==> src/rtl/i2cram_pkg.sv <==
// Shared types, codes and constants of the two-bus I2C RAM access master.
// No dependencies; used by i2cram_core, i2c_ram_access_master and tb_top.
package i2cram_pkg;

  localparam int unsigned INST_WORD_BITS_DEF = 16;
  localparam int unsigned DATA_WORD_BITS_DEF = 8;
  localparam int unsigned ADDR_BITS          = 8;
  localparam int unsigned WORD_BITS          = 16;
  localparam int unsigned CFG_IDX_BITS       = 1;

  localparam logic [ADDR_BITS-1:0] INST_DEV_RST = 8'hA0;
  localparam logic [ADDR_BITS-1:0] DATA_DEV_RST = 8'hA2;
  localparam logic [ADDR_BITS-1:0] RW_MASK      = 8'hFE;
  localparam logic [ADDR_BITS-1:0] RW_READ      = 8'h01;

  localparam logic [CFG_IDX_BITS-1:0] REG_INST_DEV = 1'b0;
  localparam logic [CFG_IDX_BITS-1:0] REG_DATA_DEV = 1'b1;

  typedef enum logic [1:0] {
    CMD_TICK  = 2'd0,
    CMD_READ  = 2'd1,
    CMD_WRITE = 2'd2,
    CMD_NONE  = 2'd3
  } cmd_e;

  typedef enum logic [14:0] {
    ST_IDLE     = 15'h0001,
    ST_START    = 15'h0002,
    ST_DEV      = 15'h0004,
    ST_ACK_DEV  = 15'h0008,
    ST_ADDR     = 15'h0010,
    ST_ACK_ADDR = 15'h0020,
    ST_RSTART   = 15'h0040,
    ST_DEVR     = 15'h0080,
    ST_ACK_DEVR = 15'h0100,
    ST_READ     = 15'h0200,
    ST_NACK     = 15'h0400,
    ST_WWORD    = 15'h0800,
    ST_ACK_WORD = 15'h1000,
    ST_STOP     = 15'h2000,
    ST_FSTOP    = 15'h4000
  } state_e;

  typedef struct packed {
    logic [1:0]           cmd;
    logic                 bus_sel;
    logic [ADDR_BITS-1:0] mem_address;
    logic [WORD_BITS-1:0] write_word;
    logic                 sda_in;
  } item_t;

  typedef struct packed {
    logic                 scl_level;
    logic                 sda_level;
    logic                 sda_drive;
    logic                 active_bus;
    logic                 busy_res;
    logic                 done_res;
    logic [WORD_BITS-1:0] read_word;
    logic                 nack_retry;
  } result_t;

endpackage

==> src/rtl/i2cram_core.sv <==
// Transaction sequencer: state registers and the per-request step logic.
// Depends on i2cram_pkg.
module i2cram_core #(
  parameter int unsigned INST_WORD_BITS = i2cram_pkg::INST_WORD_BITS_DEF,
  parameter int unsigned DATA_WORD_BITS = i2cram_pkg::DATA_WORD_BITS_DEF
) (
  input  logic                                clk_i,
  input  logic                                rst_ni,
  input  logic                                step_i,
  input  i2cram_pkg::item_t                   item_i,
  input  logic [i2cram_pkg::ADDR_BITS-1:0]    inst_dev_i,
  input  logic [i2cram_pkg::ADDR_BITS-1:0]    data_dev_i,
  output i2cram_pkg::result_t                 res_o
);
  import i2cram_pkg::*;

  localparam int unsigned WMAX  = (INST_WORD_BITS > DATA_WORD_BITS) ?
                                  INST_WORD_BITS : DATA_WORD_BITS;
  localparam int unsigned CNT_W = $clog2(((WMAX > WORD_BITS) ? WMAX : WORD_BITS) + 1);

  state_e               st_q, st_d;
  logic [1:0]           sub_q, sub_d;
  logic [CNT_W-1:0]     cnt_q, cnt_d;
  logic [WORD_BITS-1:0] sh_q, sh_d;
  logic                 op_wr_q, op_wr_d;
  logic                 bus_q, bus_d;
  logic [ADDR_BITS-1:0] addr_q, addr_d;
  logic [WORD_BITS-1:0] dat_q, dat_d;
  logic [WORD_BITS-1:0] rd_q, rd_d;
  logic                 scl_q, scl_d;
  logic                 sda_q, sda_d;
  logic                 drv_q, drv_d;

  logic                 scl_n;
  logic                 done;
  logic                 nack;
  logic                 drop_scl;
  logic [CNT_W-1:0]     bit_idx;
  logic                 tx_bit;
  logic [CNT_W-1:0]     word_bits;
  logic [ADDR_BITS-1:0] dev_byte;
  logic [WORD_BITS-1:0] sh_in;
  logic [CNT_W-1:0]     cnt_dec;

  always_comb begin
    word_bits = bus_q ? CNT_W'(INST_WORD_BITS) : CNT_W'(DATA_WORD_BITS);
    dev_byte  = bus_q ? inst_dev_i : data_dev_i;
    bit_idx   = cnt_q - CNT_W'(1);
    tx_bit    = (cnt_q != '0) && (bit_idx < CNT_W'(WORD_BITS)) && sh_q[bit_idx[3:0]];
    sh_in     = {sh_q[WORD_BITS-2:0], item_i.sda_in};
    cnt_dec   = (cnt_q != '0) ? cnt_q - CNT_W'(1) : cnt_q;
  end

  always_comb begin
    st_d     = st_q;
    sub_d    = sub_q;
    cnt_d    = cnt_q;
    sh_d     = sh_q;
    op_wr_d  = op_wr_q;
    bus_d    = bus_q;
    addr_d   = addr_q;
    dat_d    = dat_q;
    rd_d     = rd_q;
    scl_n    = scl_q;
    sda_d    = sda_q;
    drv_d    = drv_q;
    done     = 1'b0;
    nack     = 1'b0;
    drop_scl = 1'b0;
    if (step_i) begin
      if (item_i.cmd == CMD_READ || item_i.cmd == CMD_WRITE) begin
        if (st_q == ST_IDLE) begin
          op_wr_d = (item_i.cmd == CMD_WRITE);
          bus_d   = item_i.bus_sel;
          addr_d  = item_i.mem_address;
          dat_d   = item_i.write_word;
          st_d    = ST_START;
          sub_d   = 2'd0;
        end
      end else if (item_i.cmd == CMD_TICK && st_q != ST_IDLE) begin
        case (st_q)
          ST_START, ST_RSTART: begin
            case (sub_q)
              2'd0: begin
                drv_d = 1'b1;
                sda_d = 1'b1;
              end
              2'd1: scl_n = 1'b1;
              2'd2: sda_d = 1'b0;
              default: scl_n = 1'b0;
            endcase
            sub_d = sub_q + 2'd1;
            if (sub_q == 2'd3) begin
              cnt_d = CNT_W'(ADDR_BITS);
              if (st_q == ST_START) begin
                st_d = ST_DEV;
                sh_d = WORD_BITS'(dev_byte & RW_MASK);
              end else begin
                st_d = ST_DEVR;
                sh_d = WORD_BITS'(dev_byte | RW_READ);
              end
            end
          end
          ST_DEV, ST_ADDR, ST_DEVR, ST_WWORD: begin
            case (sub_q)
              2'd0: begin
                drv_d = 1'b1;
                sda_d = tx_bit;
              end
              2'd1: scl_n = 1'b1;
              default: scl_n = 1'b0;
            endcase
            sub_d = sub_q + 2'd1;
            if (sub_q == 2'd2) begin
              sub_d = 2'd0;
              cnt_d = cnt_dec;
              if (cnt_dec == '0) begin
                case (st_q)
                  ST_DEV:  st_d = ST_ACK_DEV;
                  ST_ADDR: st_d = ST_ACK_ADDR;
                  ST_DEVR: st_d = ST_ACK_DEVR;
                  default: st_d = ST_ACK_WORD;
                endcase
              end
            end
          end
          ST_ACK_DEV, ST_ACK_ADDR, ST_ACK_DEVR, ST_ACK_WORD: begin
            drv_d    = 1'b0;
            scl_n    = 1'b1;
            drop_scl = 1'b1;
            sub_d    = 2'd0;
            if (item_i.sda_in) begin
              nack = 1'b1;
              st_d = ST_FSTOP;
            end else begin
              case (st_q)
                ST_ACK_DEV: begin
                  st_d  = ST_ADDR;
                  sh_d  = WORD_BITS'(addr_q);
                  cnt_d = CNT_W'(ADDR_BITS);
                end
                ST_ACK_ADDR: begin
                  if (op_wr_q) begin
                    st_d  = ST_WWORD;
                    sh_d  = dat_q;
                    cnt_d = word_bits;
                  end else begin
                    st_d = ST_RSTART;
                  end
                end
                ST_ACK_DEVR: begin
                  st_d  = ST_READ;
                  sh_d  = '0;
                  cnt_d = word_bits;
                  rd_d  = '0;
                end
                default: st_d = ST_STOP;
              endcase
            end
          end
          ST_READ: begin
            drv_d = 1'b0;
            if (sub_q == 2'd0) begin
              scl_n = 1'b0;
              sub_d = 2'd1;
            end else begin
              scl_n = 1'b1;
              sh_d  = sh_in;
              sub_d = 2'd0;
              cnt_d = cnt_dec;
              if (cnt_dec == '0) begin
                rd_d     = sh_in;
                drop_scl = 1'b1;
                st_d     = ST_NACK;
              end
            end
          end
          ST_NACK: begin
            case (sub_q)
              2'd0: begin
                drv_d = 1'b1;
                sda_d = 1'b1;
              end
              2'd1: scl_n = 1'b1;
              default: scl_n = 1'b0;
            endcase
            sub_d = sub_q + 2'd1;
            if (sub_q == 2'd2) begin
              st_d  = ST_STOP;
              sub_d = 2'd0;
            end
          end
          default: begin
            case (sub_q)
              2'd0: begin
                drv_d = 1'b1;
                scl_n = 1'b0;
              end
              2'd1: sda_d = 1'b0;
              2'd2: scl_n = 1'b1;
              default: sda_d = 1'b1;
            endcase
            sub_d = sub_q + 2'd1;
            if (sub_q == 2'd3) begin
              sub_d = 2'd0;
              if (st_q == ST_STOP) begin
                done = 1'b1;
                st_d = ST_IDLE;
              end else begin
                st_d = ST_START;
              end
            end
          end
        endcase
      end
    end
    scl_d = drop_scl ? 1'b0 : scl_n;
  end

  always_comb begin
    res_o.scl_level  = scl_n;
    res_o.sda_level  = drv_d & sda_d;
    res_o.sda_drive  = drv_d;
    res_o.active_bus = bus_d;
    res_o.busy_res   = (st_d != ST_IDLE);
    res_o.done_res   = done;
    res_o.read_word  = (done && !op_wr_q) ? rd_q : '0;
    res_o.nack_retry = nack;
  end

  always_ff @(posedge clk_i or negedge rst_ni) begin
    if (!rst_ni) begin
      st_q    <= ST_IDLE;
      sub_q   <= 2'd0;
      cnt_q   <= '0;
      sh_q    <= '0;
      op_wr_q <= 1'b0;
      bus_q   <= 1'b0;
      addr_q  <= '0;
      dat_q   <= '0;
      rd_q    <= '0;
      scl_q   <= 1'b1;
      sda_q   <= 1'b1;
      drv_q   <= 1'b0;
    end else begin
      st_q    <= st_d;
      sub_q   <= sub_d;
      cnt_q   <= cnt_d;
      sh_q    <= sh_d;
      op_wr_q <= op_wr_d;
      bus_q   <= bus_d;
      addr_q  <= addr_d;
      dat_q   <= dat_d;
      rd_q    <= rd_d;
      scl_q   <= scl_d;
      sda_q   <= sda_d;
      drv_q   <= drv_d;
    end
  end

  a_done_idle: assert property (@(posedge clk_i) disable iff (!rst_ni)
    step_i && res_o.done_res |-> !res_o.busy_res)
    else $error("done reported while still busy");

  a_nack_released: assert property (@(posedge clk_i) disable iff (!rst_ni)
    step_i && res_o.nack_retry |-> !res_o.sda_drive && res_o.scl_level)
    else $error("missing ACK flagged outside an ACK slot");

  a_nack_stop: assert property (@(posedge clk_i) disable iff (!rst_ni)
    step_i && res_o.nack_retry |=> st_q == ST_FSTOP && !scl_q)
    else $error("missing ACK did not lead to stop");

  a_word_on_done: assert property (@(posedge clk_i) disable iff (!rst_ni)
    step_i && !res_o.done_res |-> res_o.read_word == '0)
    else $error("read word shown without done");

endmodule

==> src/rtl/i2c_ram_access_master.sv <==
// Top level of the two-bus I2C RAM access master: stream ports, device
// address registers and result register. Depends on i2cram_pkg, i2cram_core.
//
//   port group   dir   role
//   s_axis_*     in    command or tick request
//   m_axis_*     out   line levels and status, one per request
//   cfg_*        in    device address register writes
//
// One request is taken per cycle; its result is registered and shows the
// next cycle. The output register frees s_axis_tready whenever it is empty
// or being taken, so a stalled m_axis side holds one result and stops input.
// Reset leaves the sequencer idle with SCL high and SDA released.
module i2c_ram_access_master #(
  parameter int unsigned INST_WORD_BITS = i2cram_pkg::INST_WORD_BITS_DEF,
  parameter int unsigned DATA_WORD_BITS = i2cram_pkg::DATA_WORD_BITS_DEF
) (
  input  logic                                 clk_i,
  input  logic                                 rst_ni,
  input  logic                                 s_axis_tvalid,
  output logic                                 s_axis_tready,
  // mem_address[7:0], write_word[23:8], sda_in[24], zero[31:25]
  input  logic [31:0]                          s_axis_tdata,
  // cmd[1:0], bus_sel[2]
  input  logic [2:0]                           s_axis_tuser,
  output logic                                 m_axis_tvalid,
  input  logic                                 m_axis_tready,
  // scl_level[0], sda_level[1], sda_drive[2], read_word[18:3], zero[23:19]
  output logic [23:0]                          m_axis_tdata,
  // active_bus[0], busy_res[1], done_res[2], nack_retry[3]
  output logic [3:0]                           m_axis_tuser,
  input  logic                                 cfg_we_i,
  input  logic [i2cram_pkg::CFG_IDX_BITS-1:0]  cfg_idx_i,
  input  logic [i2cram_pkg::ADDR_BITS-1:0]     cfg_data_i
);
  import i2cram_pkg::*;

  logic                 accept;
  item_t                item;
  result_t              res;
  result_t              res_q;
  logic                 vld_q, vld_d;
  logic [ADDR_BITS-1:0] inst_dev_q;
  logic [ADDR_BITS-1:0] data_dev_q;

  assign s_axis_tready = !vld_q || m_axis_tready;
  assign accept        = s_axis_tvalid && s_axis_tready;

  always_comb begin
    item.cmd         = s_axis_tuser[1:0];
    item.bus_sel     = s_axis_tuser[2];
    item.mem_address = s_axis_tdata[7:0];
    item.write_word  = s_axis_tdata[23:8];
    item.sda_in      = s_axis_tdata[24];
  end

  i2cram_core #(
    .INST_WORD_BITS (INST_WORD_BITS),
    .DATA_WORD_BITS (DATA_WORD_BITS)
  ) u_core (
    .clk_i      (clk_i),
    .rst_ni     (rst_ni),
    .step_i     (accept),
    .item_i     (item),
    .inst_dev_i (inst_dev_q),
    .data_dev_i (data_dev_q),
    .res_o      (res)
  );

  always_ff @(posedge clk_i or negedge rst_ni) begin
    if (!rst_ni) begin
      inst_dev_q <= INST_DEV_RST;
      data_dev_q <= DATA_DEV_RST;
    end else if (cfg_we_i) begin
      case (cfg_idx_i)
        REG_INST_DEV: inst_dev_q <= cfg_data_i;
        REG_DATA_DEV: data_dev_q <= cfg_data_i;
        default: ;
      endcase
    end
  end

  assign vld_d = accept ? 1'b1 : (m_axis_tready ? 1'b0 : vld_q);

  always_ff @(posedge clk_i or negedge rst_ni) begin
    if (!rst_ni) begin
      vld_q <= 1'b0;
    end else begin
      vld_q <= vld_d;
    end
  end

  always_ff @(posedge clk_i) begin
    if (accept) begin
      res_q <= res;
    end
  end

  assign m_axis_tvalid = vld_q;
  assign m_axis_tdata  = {5'd0, res_q.read_word, res_q.sda_drive, res_q.sda_level,
                          res_q.scl_level};
  assign m_axis_tuser  = {res_q.nack_retry, res_q.done_res, res_q.busy_res,
                          res_q.active_bus};

  a_accept_shows: assert property (@(posedge clk_i) disable iff (!rst_ni)
    accept |=> m_axis_tvalid)
    else $error("accepted request left no result");

  a_hold_stalled: assert property (@(posedge clk_i) disable iff (!rst_ni)
    m_axis_tvalid && !m_axis_tready |-> !s_axis_tready)
    else $error("input taken while result is stalled");

  a_cmd_busy: assert property (@(posedge clk_i) disable iff (!rst_ni)
    accept && (item.cmd == CMD_READ || item.cmd == CMD_WRITE) |=> m_axis_tuser[1])
    else $error("command did not leave the master busy");

endmodule

==> config.mk <==
export PLATFORM = sky130hd
export DESIGN_NAME = i2c_ram_access_master
export DESIGN_NICKNAME = d
export VERILOG_FILES = /design/src/rtl/i2cram_pkg.sv /design/src/rtl/i2cram_core.sv /design/src/rtl/i2c_ram_access_master.sv
export SDC_FILE = /design/constraint.sdc
export NUM_CORES = 1
export LEC_CHECK = 0
export BUFFER_PORTS_ARGS = -buffer_cell sky130_fd_sc_hd__clkbuf_2
export CORE_ASPECT_RATIO = 0.6
export CORE_MARGIN = 2
export CORE_UTILIZATION = 40
export DETAILED_ROUTE_END_ITERATION = 12
export PLACE_DENSITY = 0.7
export SETUP_SLACK_MARGIN = 0.02
export SLEW_MARGIN = 10
export SYNTH_ARGS = -nofsm -noshare
export SYNTH_HDL_FRONTEND = slang
export SYNTH_SLANG_ARGS = --single-unit
==> constraint.sdc <==
create_clock -name clk_i -period 3.9 [get_ports clk_i]
set_input_delay 0.39 -clock clk_i [delete_from_list [all_inputs] [get_ports clk_i]]
set_output_delay 0.39 -clock clk_i [all_outputs]
set_load 0.02 [all_outputs]
After elaboration in Yosys (flattened, before gate mapping)
Cells that the tools add are included.
{"block": "totals", "in_bits": 49, "wordCells": 184, "output_inout_bits": 30, "ff_bits": 123}
{"block": "classes", "n_eq_ne": 30, "order_cmp": 2, "reduce_logical": 33, "n_addsub": 2, "bitwise_logic": 5, "muxes": 89}
{"op": "15-bit 2-to-1 mux", "count": 12}
{"op": "16-bit 2-to-1 mux", "count": 8}
{"op": "16-bit one-hot mux with 3 select lines", "count": 2}
{"op": "15-bit one-hot mux with 5 select lines", "count": 1}
{"op": "15-bit one-hot mux with 3 select lines", "count": 1}
{"op": "13-bit one-hot mux with 3 select lines", "count": 1}
{"op": "1-bit 2-to-1 mux", "count": 35}
{"op": "5-bit 2-to-1 mux", "count": 7}
{"op": "16-bit one-hot mux with 2 select lines", "count": 1}
{"op": "15-bit by 1-bit inequality test with 1-bit output (second input constant)", "count": 2}
{"op": "5-bit one-hot mux with 4 select lines", "count": 1}
{"op": "8-bit 2-to-1 mux", "count": 2}
{"op": "15-bit by 1-bit == test with 1-bit output (second input constant)", "count": 1}
{"op": "15-bit by 10-bit == test with 1-bit output (second input constant)", "count": 1}
{"op": "15-bit by 11-bit == test with 1-bit output (second input constant)", "count": 1}
{"op": "15-bit by 12-bit == test with 1-bit output (second input constant)", "count": 1}
{"op": "15-bit by 13-bit == test with 1-bit output (second input constant)", "count": 1}
{"op": "15-bit by 14-bit == test with 1-bit output (second input constant)", "count": 1}
{"op": "15-bit by 2-bit == test with 1-bit output (second input constant)", "count": 1}
{"op": "15-bit by 3-bit == test with 1-bit output (second input constant)", "count": 1}
{"op": "15-bit by 4-bit == test with 1-bit output (second input constant)", "count": 1}
{"op": "15-bit by 5-bit == test with 1-bit output (second input constant)", "count": 1}
{"op": "15-bit by 6-bit == test with 1-bit output (second input constant)", "count": 1}
{"op": "15-bit by 7-bit == test with 1-bit output (second input constant)", "count": 1}
{"op": "40 further kinds", "count": 76}

Depth between registers and ports, before layout
{"block": "depth", "ltp_word": 10, "ltp_mapped": 12, "mapped_depth_nobuf": 11}

By module
A second synthesis with hierarchy kept.
{"block": "unflattened", "cells_unflattened": 573, "area_unflattened_um2": 6229.7}
{"mod": "i2cram_core", "cells_each": 505, "seq_area_each_um2": 2080.7, "instances": 1, "area_each_um2": 4805.9}
{"mod": "i2c_ram_access_master", "cells_each": 68, "seq_area_each_um2": 1122.3, "instances": 1, "area_each_um2": 1423.9}

Worst setup path after synthesis
Ideal clock, no wire load.
{"block": "synth_timing", "path_kind": "reg2reg", "startpoint": "register u_core.cnt_q[0]", "endpoint": "register res_q (netlist bit m_axis_tuser[1]), data pin", "path_buffers": 1, "slack_ns": 0.753, "stages_incl_launch_ff": 12, "synth_period_minus_slack_ns": 3.147, "setup_time_ns": 0.272, "t_arrival_ns": 2.876, "t_required_ns": 3.628, "cell_sequence": "dfrtp_1 > clkbuf_1 > inv_1 > ha_1 > xnor2_1 > a31oi_1 > nor3_1 > a21o_1 > o221ai_1 > o41ai_1 > o311ai_1 > or4b_1"}
{"element": "start, declared", "line_no": "i2cram_core.sv:23", "rtl": "logic [CNT_W-1:0] cnt_q, cnt_d;"}
{"element": "start signal, assigned", "line_no": "i2cram_core.sv:248", "rtl": "cnt_q <= cnt_d;"}
{"element": "end signal, assigned", "line_no": "i2c_ram_access_master.sv:94", "rtl": "res_q <= res;"}
{"element": "end, declared", "line_no": "i2c_ram_access_master.sv:40", "rtl": "result_t res_q;"}

==> results.txt <==
Net Sw Frac: 0.303
GR Overflow Total: 0
CP startpoint kind: flop
Final WL: 17300 um
Top-level I/O count: 79
Post-cts repair resize count: 0
Register Area: 0.00315 mm^2
Share of post-route cells with drive strength above 1: 0.242
CTS Sinks: 121
Num CTS Buffers: 17
Setup TNS: 0 ns
Psw: 1240 uW
Synth Instances: 630
Max VDD drop: 0.269 mV
Async S/R FF share, synth: 0.810
Count of unique library cells instantiated by Yosys: 74
Peak Freq: 0.276 GHz
Global-route wire length before repair: 27300 um
Initial DRC Count: 648
Crit path max fanout: 10
Hold Worst Slack: 0.149 ns
Int Pwr: 2850 uW
RSZ-0062 raised after global routing: false
Worst endpoint required time: 4.04 ns
Routed WL per cell: 18.9 um
Most frequent cells in the layout: nand2_1, dfrtp_1, clkbuf_2, o21ai_0, nor2_1
CTS hold repair buffers: 0
Area Growth Syn to Fin: 19.5%
Synth Flop Type: dfrtp_1
Synthesis-stage register bit count: 121
Reg2reg setup slack: 0.28 ns
Clock Pin Slew Worst Setup and Hold Paths: 0.06 ns
Total track usage: 0.218
Cell taking the most area after synthesis: dfrtp_1
Largest net degree at the start of global routing: 85
CTS HTree Levels: 4
Tmin final: 3.62 ns
Pre-antenna DRT Iters: 5
Max_slew headroom: 0.292
Leak pwr: 0.00331 uW
Sequential share of power: 0.377
Final Slew Violations: 0
Port-buffer cells: 65
Antenna-violating nets left: 0
Synth top area share: 0.363
Synthesized area per cell: 9.84 um^2
Part of the power in combinational logic: 0.203
FILL cells: 1410
Worst path arrival time: 3.76 ns
Via count: 5154
Worst slew pin tran: 1.06 ns
Clk Tree Root Cell: clkbuf_16
Commonest non-fill, non-tap cell in the layout: nand2_1
Die footprint: 0.0165 mm^2
CTS tree: built
Footprint of the multi-input gates: 0.00280 mm^2
Initial antenna violation count: 0
Remaining routing DRC violations: 0
Status: finished, final reports clean
Nets: 756
Initial Utilization: 0.407
Maxcap violations: 0
Clk pwr share: 0.420
Post-CTS Setup Bufs: 0
Crit Path Category: reg -> reg
EDFF count, synth: 23
Core Box Area: 0.0152 mm^2
Sequential share of the synthesized area: 0.509
Worst hold path type: in -> async
CP Capture Type: flop
Gpl congestion: 0.969
Vias/cell: 5.64
Synth area leaders: dfrtp_1, edfxtp_1, nand2_1, dfstp_2, o21ai_0
Chip Width: 165 um
Buffer depth of the longest clock path: 2
Rows: 35
Fin crit share: 0.928
Power per cell area: 552 mW/mm^2
Yosys warnings: 0
Vias in the first global route: 4844
Syn Std Cell Area: 0.00620 mm^2
Hold Violations, Final: 0
Final setup fails: 0
Skew-Pair Late Insertion Delay: 0.41 ns
Die Height: 100 um
Clock Skew: 0.0121 ns
Number of diodes: 0
HPWL after DPL: 12700 um
==> path summary, 6_finish.rpt <==
check,start,cells past startpoint,endpoint
hold reg to reg,u_core.dat_q[11],2,u_core.dat_q[11]
setup reg to reg,u_core.st_q[11],10,m_axis_tuser[1]
setup / recovery,u_core.st_q[11],10,m_axis_tuser[1]
min in group clk_i,s_axis_tdata[22],3,u_core.dat_q[14]
hold / removal,rst_ni,1,u_core.dat_q[5]
max in group asynchronous,rst_ni,2,u_core.sda_q
==> layer usage <==
layer,vias up,GRT usage,part of all wire,wire length [um]
met5,-,0,0,0
met2,258,0.275,0.38,6500
li1,2395,-,-,-
met4,0,0.0268,0.00058,10
met1,2499,0.358,0.52,8920
met3,2,0.0760,0.11,1830
==> synth_stat cells, types with 5 or more instances <==
| cell type | count |
|---|---|
| a22oi_1 | 7 |
| a31oi_1 | 20 |
| nand3_1 | 12 |
| nand2_1 | 148 |
| dfrtp_1 | 90 |
| nor2_1 | 35 |
| mux2_2 | 15 |
| nor4b_1 | 10 |
| clkbuf_1 | 28 |
| o21ai_0 | 40 |
| and3_1 | 21 |
| ha_1 | 9 |
| buf_4 | 8 |
| a21oi_1 | 14 |
| dfstp_2 | 8 |
| o22a_1 | 7 |
| inv_1 | 9 |
| nor3_1 | 11 |
| buf_2 | 7 |
| mux2i_1 | 8 |
| nand4_1 | 7 |
| edfxtp_1 | 23 |
| mux4_2 | 5 |
==> area by class of cell <==
type | count | area share
timing repair buffer | 91 | 0.0706
clock buffer | 17 | 0.0574
tap | 203 | 0.0343
inverter | 9 | 0.00456
clock inverter | 15 | 0.0292
sequential | 121 | 0.426
multi-input combinational | 458 | 0.378
==> metrics by stage <==
stage                     instances  total power, uW  area, um^2  setup WS (ns)  utilization
after global routing            914             4260        7410          0.136        0.486
after CTS                       914             4080        7410          0.392        0.486
after floorplan                 634             2080        6210          0.753            -
after detailed placement        882             2360        6770          0.441        0.444
final                           914             4090        7410          0.281        0.486
after global placement          882             2350        6770          0.393        0.444
==> registers in the layout (all words and copies together), names as in the netlist, 2 cells and up <==
signal	count
m_axis_tdata	19
u_core.dat_q	16
u_core.rd_q	16
u_core.sh_q	16
u_core.st_q	15
u_core.addr_q	8
data_dev_q	7
inst_dev_q	7
u_core.cnt_q	5
m_axis_tuser	4
u_core.sub_q	2
==> logic make-up after synthesis <==
| logic type | Yosys count | synth area share |
|---|---|---|
| mux | 28 | 0.0583 |
| other cells | 1 | 0.000605 |
| xor+xnor | 5 | 0.00706 |
| compound gates | 126 | 0.138 |
| simple gates | 285 | 0.227 |
| fa+ha+maj | 9 | 0.0182 |
| flops | 121 | 0.509 |
| buf+inv | 55 | 0.0420 |
==> critical path, cell delays in order, from the launching register on <==
cell and delay, ns:
dfrtp_1 0.47, or4_1 0.67, nor2_1 0.35, a41oi_2 0.22
nand2_1 0.22, buf_4 0.22, nor3_1 0.06, o21ai_0 0.13
o21ai_1 0.22, nor4b_2 0.31, or4b_1 0.47
==> power by group through the flow <==
| stage | clock network, uW | logic, uW | registers, uW |
|---|---|---|---|
| after CTS | 1740 | 808 | 1540 |
| after floorplan | 0 | 545 | 1530 |
| after global placement | 0 | 794 | 1550 |
| final | 1720 | 830 | 1540 |
| after detailed placement | 0 | 800 | 1560 |
| after global routing | 1790 | 904 | 1560 |
Power figures use the tool's default switching activity.
